===== src/sv/hex_escape_decoder_core_macros.svh =====
// assertion macros for the hex escape decoder rtl, used by hexesc_emit
// expects clk_i and rst_ni in the scope of each use
`ifndef HEX_ESCAPE_DECODER_CORE_MACROS_SVH
`define HEX_ESCAPE_DECODER_CORE_MACROS_SVH

// concurrent check, disabled while reset is asserted
`define HEXESC_ASSERT(lbl, prop, msg) \
  lbl: assert property (@(posedge clk_i) disable iff (!rst_ni) prop) else $error(msg);

// concurrent check that also holds during reset
`define HEXESC_ASSERT_ALWAYS(lbl, prop, msg) \
  lbl: assert property (@(posedge clk_i) prop) else $error(msg);

`endif


===== src/sv/hexesc_pkg.sv =====
// shared types, character constants and hex helpers for the hex escape decoder
// no dependencies
package hexesc_pkg;

  // scanner modes
  localparam logic [1:0] ModeText  = 2'd0;
  localparam logic [1:0] ModeBsl   = 2'd1;
  localparam logic [1:0] ModeEx    = 2'd2;
  localparam logic [1:0] ModeFirst = 2'd3;

  // characters
  localparam logic [7:0] ChBsl   = 8'h5C;
  localparam logic [7:0] ChX     = 8'h78;
  localparam logic [7:0] ChZero  = 8'h30;
  localparam logic [7:0] ChNine  = 8'h39;
  localparam logic [7:0] ChUpA   = 8'h41;
  localparam logic [7:0] ChUpF   = 8'h46;
  localparam logic [7:0] ChLowA  = 8'h61;
  localparam logic [7:0] ChLowF  = 8'h66;

  // maximum bytes produced by one transaction
  localparam int unsigned MaxRun = 4;
  localparam int unsigned RunIdxW = $clog2(MaxRun);

  // one run of result bytes handed from scanner to emitter
  typedef struct packed {
    logic [MaxRun-1:0][7:0] bytes;
    logic [RunIdxW-1:0]     last_idx;
    logic                   term;
  } run_t;

  function automatic logic is_hex(input logic [7:0] c);
    return ((c >= ChZero) && (c <= ChNine)) ||
           ((c >= ChUpA) && (c <= ChUpF)) ||
           ((c >= ChLowA) && (c <= ChLowF));
  endfunction

  // nibble value of a hex digit character, don't care otherwise
  function automatic logic [3:0] hex_nib(input logic [7:0] c);
    logic [7:0] v;
    if (c <= ChNine) begin
      v = c - ChZero;
    end else if (c <= ChUpF) begin
      v = c - ChUpA + 8'd10;
    end else begin
      v = c - ChLowA + 8'd10;
    end
    return v[3:0];
  endfunction

endpackage


===== src/sv/hex_escape_decoder_core.sv =====
// top level of the hex escape decoder: backslash-x hex escapes to bytes
// depends on hexesc_pkg, hexesc_scan and hexesc_emit
//
//   channel   dir  tdata          tuser          tlast
//   s_axis    in   char_in[7:0]   end_of_text    -
//   m_axis    out  byte_out[7:0]  is_terminator  last_of_run
//
// a transaction enters every cycle while each yields at most one byte and m_axis does not stall
// a transaction yielding several bytes holds the run register until its last byte is loaded for output
// a result passes through the run register and then the output register before m_axis offers it
// reset clears the scan mode to text and drops any pending run and output
// output stalls back up into s_axis_tready only once the run register is full
module hex_escape_decoder_core (
  input  logic       clk_i,
  input  logic       rst_ni,
  input  logic       s_axis_tvalid_i,
  output logic       s_axis_tready_o,
  input  logic [7:0] s_axis_tdata_i,   // [7:0] char_in
  input  logic       s_axis_tuser_i,   // [0] end_of_text
  output logic       m_axis_tvalid_o,
  input  logic       m_axis_tready_i,
  output logic [7:0] m_axis_tdata_o,   // [7:0] byte_out
  output logic       m_axis_tuser_o,   // [0] is_terminator
  output logic       m_axis_tlast_o
);

  logic             run_valid;
  logic             run_take;
  hexesc_pkg::run_t run;

  // escape scanner
  hexesc_scan u_scan (
    .clk_i       (clk_i),
    .rst_ni      (rst_ni),
    .in_valid_i  (s_axis_tvalid_i),
    .in_ready_o  (s_axis_tready_o),
    .char_i      (s_axis_tdata_i),
    .eot_i       (s_axis_tuser_i),
    .run_valid_o (run_valid),
    .run_o       (run),
    .run_take_i  (run_take)
  );

  // byte serializer
  hexesc_emit u_emit (
    .clk_i       (clk_i),
    .rst_ni      (rst_ni),
    .run_valid_i (run_valid),
    .run_i       (run),
    .run_take_o  (run_take),
    .out_valid_o (m_axis_tvalid_o),
    .out_ready_i (m_axis_tready_i),
    .byte_o      (m_axis_tdata_o),
    .term_o      (m_axis_tuser_o),
    .last_o      (m_axis_tlast_o)
  );

endmodule


===== src/sv/hexesc_scan.sv =====
// escape scanner: mode machine and run register for the hex escape decoder
// depends on hexesc_pkg
module hexesc_scan (
  input  logic               clk_i,
  input  logic               rst_ni,
  input  logic               in_valid_i,
  output logic               in_ready_o,
  input  logic [7:0]         char_i,
  input  logic               eot_i,
  output logic               run_valid_o,
  output hexesc_pkg::run_t   run_o,
  input  logic               run_take_i
);

  logic [1:0]       mode_q, mode_d;
  logic [7:0]       held_q, held_d;
  logic             run_valid_q, run_valid_d;
  hexesc_pkg::run_t run_q, run_d;
  logic             has_out;
  logic             accept;

  // run register frees up in the same cycle its last byte is taken
  assign in_ready_o = !run_valid_q || run_take_i;
  assign accept     = in_valid_i && in_ready_o;

  // next mode, held digit and result run for the incoming character
  always_comb begin
    mode_d        = mode_q;
    held_d        = held_q;
    has_out       = 1'b1;
    run_d         = '0;
    run_d.term    = 1'b0;
    if (eot_i) begin
      mode_d = hexesc_pkg::ModeText;
      held_d = '0;
      run_d.term = 1'b1;
      unique case (mode_q)
        hexesc_pkg::ModeBsl: begin
          run_d.bytes[0] = hexesc_pkg::ChBsl;
          run_d.last_idx = 2'd1;
        end
        hexesc_pkg::ModeEx: begin
          run_d.bytes[0] = hexesc_pkg::ChBsl;
          run_d.bytes[1] = hexesc_pkg::ChX;
          run_d.last_idx = 2'd2;
        end
        hexesc_pkg::ModeFirst: begin
          run_d.bytes[0] = hexesc_pkg::ChBsl;
          run_d.bytes[1] = hexesc_pkg::ChX;
          run_d.bytes[2] = held_q;
          run_d.last_idx = 2'd3;
        end
        default: begin
          run_d.last_idx = 2'd0;
        end
      endcase
    end else begin
      unique case (mode_q)
        hexesc_pkg::ModeText: begin
          if (char_i == hexesc_pkg::ChBsl) begin
            mode_d  = hexesc_pkg::ModeBsl;
            has_out = 1'b0;
          end else begin
            run_d.bytes[0] = char_i;
            run_d.last_idx = 2'd0;
          end
        end
        hexesc_pkg::ModeBsl: begin
          if (char_i == hexesc_pkg::ChX) begin
            mode_d  = hexesc_pkg::ModeEx;
            has_out = 1'b0;
          end else begin
            mode_d         = hexesc_pkg::ModeText;
            run_d.bytes[0] = hexesc_pkg::ChBsl;
            run_d.bytes[1] = char_i;
            run_d.last_idx = 2'd1;
          end
        end
        hexesc_pkg::ModeEx: begin
          if (hexesc_pkg::is_hex(char_i)) begin
            mode_d  = hexesc_pkg::ModeFirst;
            held_d  = char_i;
            has_out = 1'b0;
          end else begin
            mode_d         = hexesc_pkg::ModeText;
            run_d.bytes[0] = hexesc_pkg::ChBsl;
            run_d.bytes[1] = hexesc_pkg::ChX;
            run_d.bytes[2] = char_i;
            run_d.last_idx = 2'd2;
          end
        end
        default: begin
          mode_d = hexesc_pkg::ModeText;
          if (hexesc_pkg::is_hex(char_i) && hexesc_pkg::is_hex(held_q)) begin
            run_d.bytes[0] = {hexesc_pkg::hex_nib(held_q), hexesc_pkg::hex_nib(char_i)};
            run_d.last_idx = 2'd0;
          end else begin
            run_d.bytes[0] = hexesc_pkg::ChBsl;
            run_d.bytes[1] = hexesc_pkg::ChX;
            run_d.bytes[2] = held_q;
            run_d.bytes[3] = char_i;
            run_d.last_idx = 2'd3;
          end
        end
      endcase
    end
  end

  // run register valid flag
  always_comb begin
    if (accept) begin
      run_valid_d = has_out;
    end else if (run_take_i) begin
      run_valid_d = 1'b0;
    end else begin
      run_valid_d = run_valid_q;
    end
  end

  // control state
  always_ff @(posedge clk_i or negedge rst_ni) begin
    if (!rst_ni) begin
      mode_q      <= hexesc_pkg::ModeText;
      held_q      <= '0;
      run_valid_q <= 1'b0;
    end else begin
      run_valid_q <= run_valid_d;
      if (accept) begin
        mode_q <= mode_d;
        held_q <= held_d;
      end
    end
  end

  // run payload
  always_ff @(posedge clk_i) begin
    if (accept) begin
      run_q <= run_d;
    end
  end

  assign run_valid_o = run_valid_q;
  assign run_o       = run_q;

endmodule


===== src/sv/hexesc_emit.sv =====
// run serializer and output register for the hex escape decoder
// depends on hexesc_pkg and hex_escape_decoder_core_macros.svh
`include "hex_escape_decoder_core_macros.svh"

module hexesc_emit (
  input  logic             clk_i,
  input  logic             rst_ni,
  input  logic             run_valid_i,
  input  hexesc_pkg::run_t run_i,
  output logic             run_take_o,
  output logic             out_valid_o,
  input  logic             out_ready_i,
  output logic [7:0]       byte_o,
  output logic             term_o,
  output logic             last_o
);

  logic [hexesc_pkg::RunIdxW-1:0] idx_q, idx_d;
  logic                           valid_q, valid_d;
  logic [7:0]                     byte_q;
  logic                           term_q;
  logic                           last_q;
  logic                           load;
  logic                           at_last;

  // output register takes the next byte when empty or being drained
  assign load       = run_valid_i && (!valid_q || out_ready_i);
  assign at_last    = (idx_q == run_i.last_idx);
  assign run_take_o = load && at_last;

  always_comb begin
    idx_d   = idx_q;
    valid_d = valid_q;
    if (load) begin
      valid_d = 1'b1;
      idx_d   = at_last ? '0 : idx_q + 1'b1;
    end else if (out_ready_i) begin
      valid_d = 1'b0;
    end
  end

  // control state
  always_ff @(posedge clk_i or negedge rst_ni) begin
    if (!rst_ni) begin
      idx_q   <= '0;
      valid_q <= 1'b0;
    end else begin
      idx_q   <= idx_d;
      valid_q <= valid_d;
    end
  end

  // output payload
  always_ff @(posedge clk_i) begin
    if (load) begin
      byte_q <= run_i.bytes[idx_q];
      term_q <= run_i.term && at_last;
      last_q <= at_last;
    end
  end

  assign out_valid_o = valid_q;
  assign byte_o      = byte_q;
  assign term_o      = term_q;
  assign last_o      = last_q;

  // serializer index stays within the pending run
  `HEXESC_ASSERT(a_idx_in_run, run_valid_i |-> (idx_q <= run_i.last_idx), "index past run end")
  // a finished run restarts the index
  `HEXESC_ASSERT(a_idx_restart, run_take_o |=> (idx_q == '0), "index not restarted after run")
  // terminator is the last byte of its run and carries zero
  `HEXESC_ASSERT(a_term_last, (valid_q && term_q) |-> (last_q && byte_q == '0), "bad terminator")
  // index is idle at zero and the output register empty while reset holds
  `HEXESC_ASSERT_ALWAYS(a_rst_idx, !rst_ni |-> (idx_q == '0 && !valid_q), "not cleared in reset")

endmodule


===== config.mk =====
export PLATFORM = sky130hd
export DESIGN_NAME = hex_escape_decoder_core
export DESIGN_NICKNAME = d
export VERILOG_FILES = /design/src/sv/hexesc_pkg.sv /design/src/sv/hex_escape_decoder_core.sv /design/src/sv/hexesc_scan.sv /design/src/sv/hexesc_emit.sv
export VERILOG_INCLUDE_DIRS = /design/src /design/src/sv
export SDC_FILE = /design/constraint.sdc
export NUM_CORES = 1
export LEC_CHECK = 0
export ABC_AREA = 1
export BUFFER_PORTS_ARGS = -buffer_cell sky130_fd_sc_hd__buf_2
export CAP_MARGIN = 20
export CORE_MARGIN = 1.5
export CORE_UTILIZATION = 57
export CTS_CLUSTER_SIZE = 20
export DETAILED_ROUTE_END_ITERATION = 10
export PLACE_DENSITY_LB_ADDON = 0.1
export SYNTH_ARGS = -nofsm -noshare
export SYNTH_HDL_FRONTEND = slang
export SYNTH_SLANG_ARGS = --single-unit

===== constraint.sdc =====
create_clock -name clk_i -period 2.12 [get_ports clk_i]
set_input_delay 0.212 -clock clk_i [delete_from_list [all_inputs] [get_ports clk_i]]
set_output_delay 0.212 -clock clk_i [all_outputs]
set_load 0.02 [all_outputs]

==> impl_metrics.tcl <==
set metrics [dict create \
    place_hpwl_mm 6.531 \
    syn_nets 445 \
    port_buffers 24 \
    grt_overflow 0 \
    combPwrFrac 0.424 \
    start_util 0.5905 \
    first_pass_iters 5 \
    gp_congestion 0.9925 \
    grt_pass1_wl_mm 13.21 \
    finalCritPeriodShare 0.9078 \
    postCtsSetupRepairBufs 0 \
    io_pins 25 \
    ys_ff_latch 59 \
    cts_buffer_depth 2 \
    via_per_inst 5.409 \
    clock.fmax_mhz 519.6 \
    drc 0 \
    rows 28 \
    drive_above_1_share 0.1966 \
    cts.sinks 59 \
    path_max_fanout 6 \
    end_kind "flip-flop" \
    cts_made_buffers 9 \
    wl_per_cell_um 15.75 \
    cts-root-buf "clkbuf_8" \
    p_clk_frac 0.192 \
    synthTopCellsByArea "edfxtp_1 (38%), nand2_1 (11%), dfrtp_1 (10%)" \
    cts_tree "done" \
    worstMarginPinSlew_ns 0.4506 \
    drtAntennaViolNets 0 \
    grt_use_total 0.2721 \
    antenna_found_initial 0 \
    cp.arrival_ns 2.02 \
    ys_seq_area_frac 0.4838 \
    grt_pass1_vias 2680 \
    yosysTopAreaCellShare 0.3842 \
    syn_area_per_cell_um2 8.414 \
    setup_tns_ns 0 \
    path_class "flip-flop to flip-flop" \
    stdcell_count 543 \
    dpl.cell_count 526 \
    htreeDepth 3 \
    switchingPower_w 0.002130 \
    rrSetupSlack_ns 0.20 \
    skew_ns 0.009651 \
    rsz0062_at_grt "false" \
    antenna-diode-count 0 \
    synth_top_area_cell "edfxtp_1" \
    async_flop_share 0.2373 \
    ir_drop_uv 904.8 \
    synth_flop_cell "edfxtp_1" \
    coreArea_mm2 0.005956 \
    die-area_mm2 0.006650 \
    period_needed_ns 1.925 \
    synthCells 418 \
    drt-initial-drc-count 209 \
    finalWirelength_mm 8.554 \
    switching_share 0.4097 \
    holdWs_ns 0.09218 \
    p_int_w 0.003068 \
    slew_headroom 0.6993 \
    drv_slew 0 \
    synth_edf_count 45 \
    clk_latency_ns 0.33 \
    fp.dieW_um 81.55 \
    grt_max_degree 35 \
    ys_warn_count 0 \
    powerDensity_mw_per_mm2 1288 \
    p_leak_nw 1.843 \
    syn2layout_area_growth_pct 14.73 \
    nets 490 \
    maxCapViolCount 0 \
    synth_cell_types 40 \
    num_vias 2937 \
    die_h_um 81.55 \
    cp.required_ns 2.22 \
    status "completed" \
    hold_class "input pin to flip-flop" \
    clkTransAtPathRegs_ns 0.07 \
    synthesis.area_mm2 0.003517 \
    setup-violations-final 0 \
    crit_path_start_kind "flip-flop" \
    seqPwrFrac 0.384 \
    hold_viol 0 \
]
critical path, stage by stage (launching register included):
cell	delay, ns
dfrtp_1	0.37
inv_1	0.09
ha_1	0.21
nand3_1	0.08
o21ai_0	0.08
nand2_1	0.06
nand2_1	0.06
nor2_2	0.21
nand2_4	0.11
nor2_2	0.17
o21ai_0	0.12
buf_4	0.14
layout make-up:
class / count / area [µm²]
Fill cell: 474 / 1921
Sequential cell: 59 / 1702
Multi-Input combinational cell: 295 / 1555
Timing Repair Buffer: 44 / 285.3
Inverter: 54 / 206.4
Clock buffer: 9 / 123.9
Tap cell: 75 / 93.84
Clock inverter: 7 / 68.82
final timing paths:
kind,endpoint,from,cells past startpoint
setup / recovery,u_scan.run_o[20],u_scan.held_q[1],11
hold / removal,u_scan.run_valid_o,s_axis_tvalid_i,3
setup reg to reg,u_scan.run_o[20],u_scan.held_q[1],11
hold reg to reg,u_scan.held_q[7],u_scan.held_q[7],2
max in group asynchronous,u_emit.idx_q[1],rst_ni,2
min in group asynchronous,u_emit.out_valid_o,rst_ni,2
cell usage after synthesis (3+ instances only):
| cell | number |
|---|---|
| a21oi_1 | 8 |
| nand2_4 | 3 |
| nand3_1 | 30 |
| clkbuf_1 | 4 |
| edfxtp_1 | 45 |
| nor2_2 | 7 |
| ha_1 | 14 |
| dfrtp_1 | 14 |
| inv_2 | 6 |
| nor2_1 | 48 |
| nand4_1 | 5 |
| nor3_1 | 5 |
| inv_1 | 45 |
| o21ai_1 | 3 |
| o21ai_0 | 33 |
| o22ai_1 | 9 |
| nand2_1 | 102 |
| nand2_2 | 5 |
| xor2_1 | 7 |
| nand3_2 | 3 |
state kept, by name (all words and copies together), names as in the netlist:
signal and flops:
u_scan.run_o 35, u_emit.byte_o 8, u_scan.held_q 8, u_emit.idx_q 2
u_scan.mode_q 2, u_emit.last_o 1, u_emit.out_valid_o 1, u_emit.term_o 1
u_scan.run_valid_o 1
placed cells by master (no fill, tap or decap), drive strengths merged:
master	netlist	layout
nand2	110	110
bufinv	0	1
dlygate4sd3	0	1
buf	5	43
nand3b	1	1
xor2	7	7
dfrtp	14	14
o22ai	9	9
nor2	55	55
or2	1	1
inv	52	52
nand3	34	34
a21oi	9	9
o31ai	1	1
edfxtp	45	45
o21bai	1	1
nor4	1	1
nand4	7	7
and2	1	1
ha	14	14
clkinv	2	6
a31oi	1	1
o211ai	1	1
clkbuf	5	9
nor3	6	6
o21ai	36	36
clkinvlp	0	2
per-stage QoR:
stage               utilization  power [W]  worst slack [ns]  cell area [µm²]
floorplan                     -   0.003452          0.002075             3517
global placement         0.6431   0.004149            0.1177             3830
detailed placement       0.6431   0.004202            0.1406             3830
CTS                      0.6771   0.005205            0.1219             4033
global route             0.6775   0.005540           0.04122             4035
finish                   0.6775   0.005198            0.1955             4035
metal layers:
| metal | vias to the layer above | track usage | wire, µm |
|---|---|---|---|
| li1 | 1472 | - | - |
| met1 | 1357 | 0.3509 | 3823 |
| met2 | 90 | 0.4537 | 4133 |
| met3 | 18 | 0.04778 | 412 |
| met4 | 0 | 0.1069 | 184 |
| met5 | - | 0 | 0 |
cells by family after synthesis:
family	synth area share
simple gates	0.2832
buf+inv	0.07470
flops	0.4838
compound gates	0.09107
fa+ha+maj	0.04980
xor+xnor	0.01743
timing repair:
action	in CTS	in global routing
gates resized for setup	0	2
endpoints found under the setup margin	0	3
hold buffers	1	0
hold endpoints to repair	14	0
power by group through the flow:
stage | sequential (W) | combinational, W | clock (W)
after floorplan | 0.00211 | 0.00134 | 0
after global placement | 0.00200 | 0.00215 | 0
after detailed placement | 0.00201 | 0.00219 | 0
after CTS | 0.00200 | 0.00219 | 0.00102
after global routing | 0.00204 | 0.00244 | 0.00106
final | 0.00200 | 0.00221 | 0.000998
(Power assumes the default switching activity.)
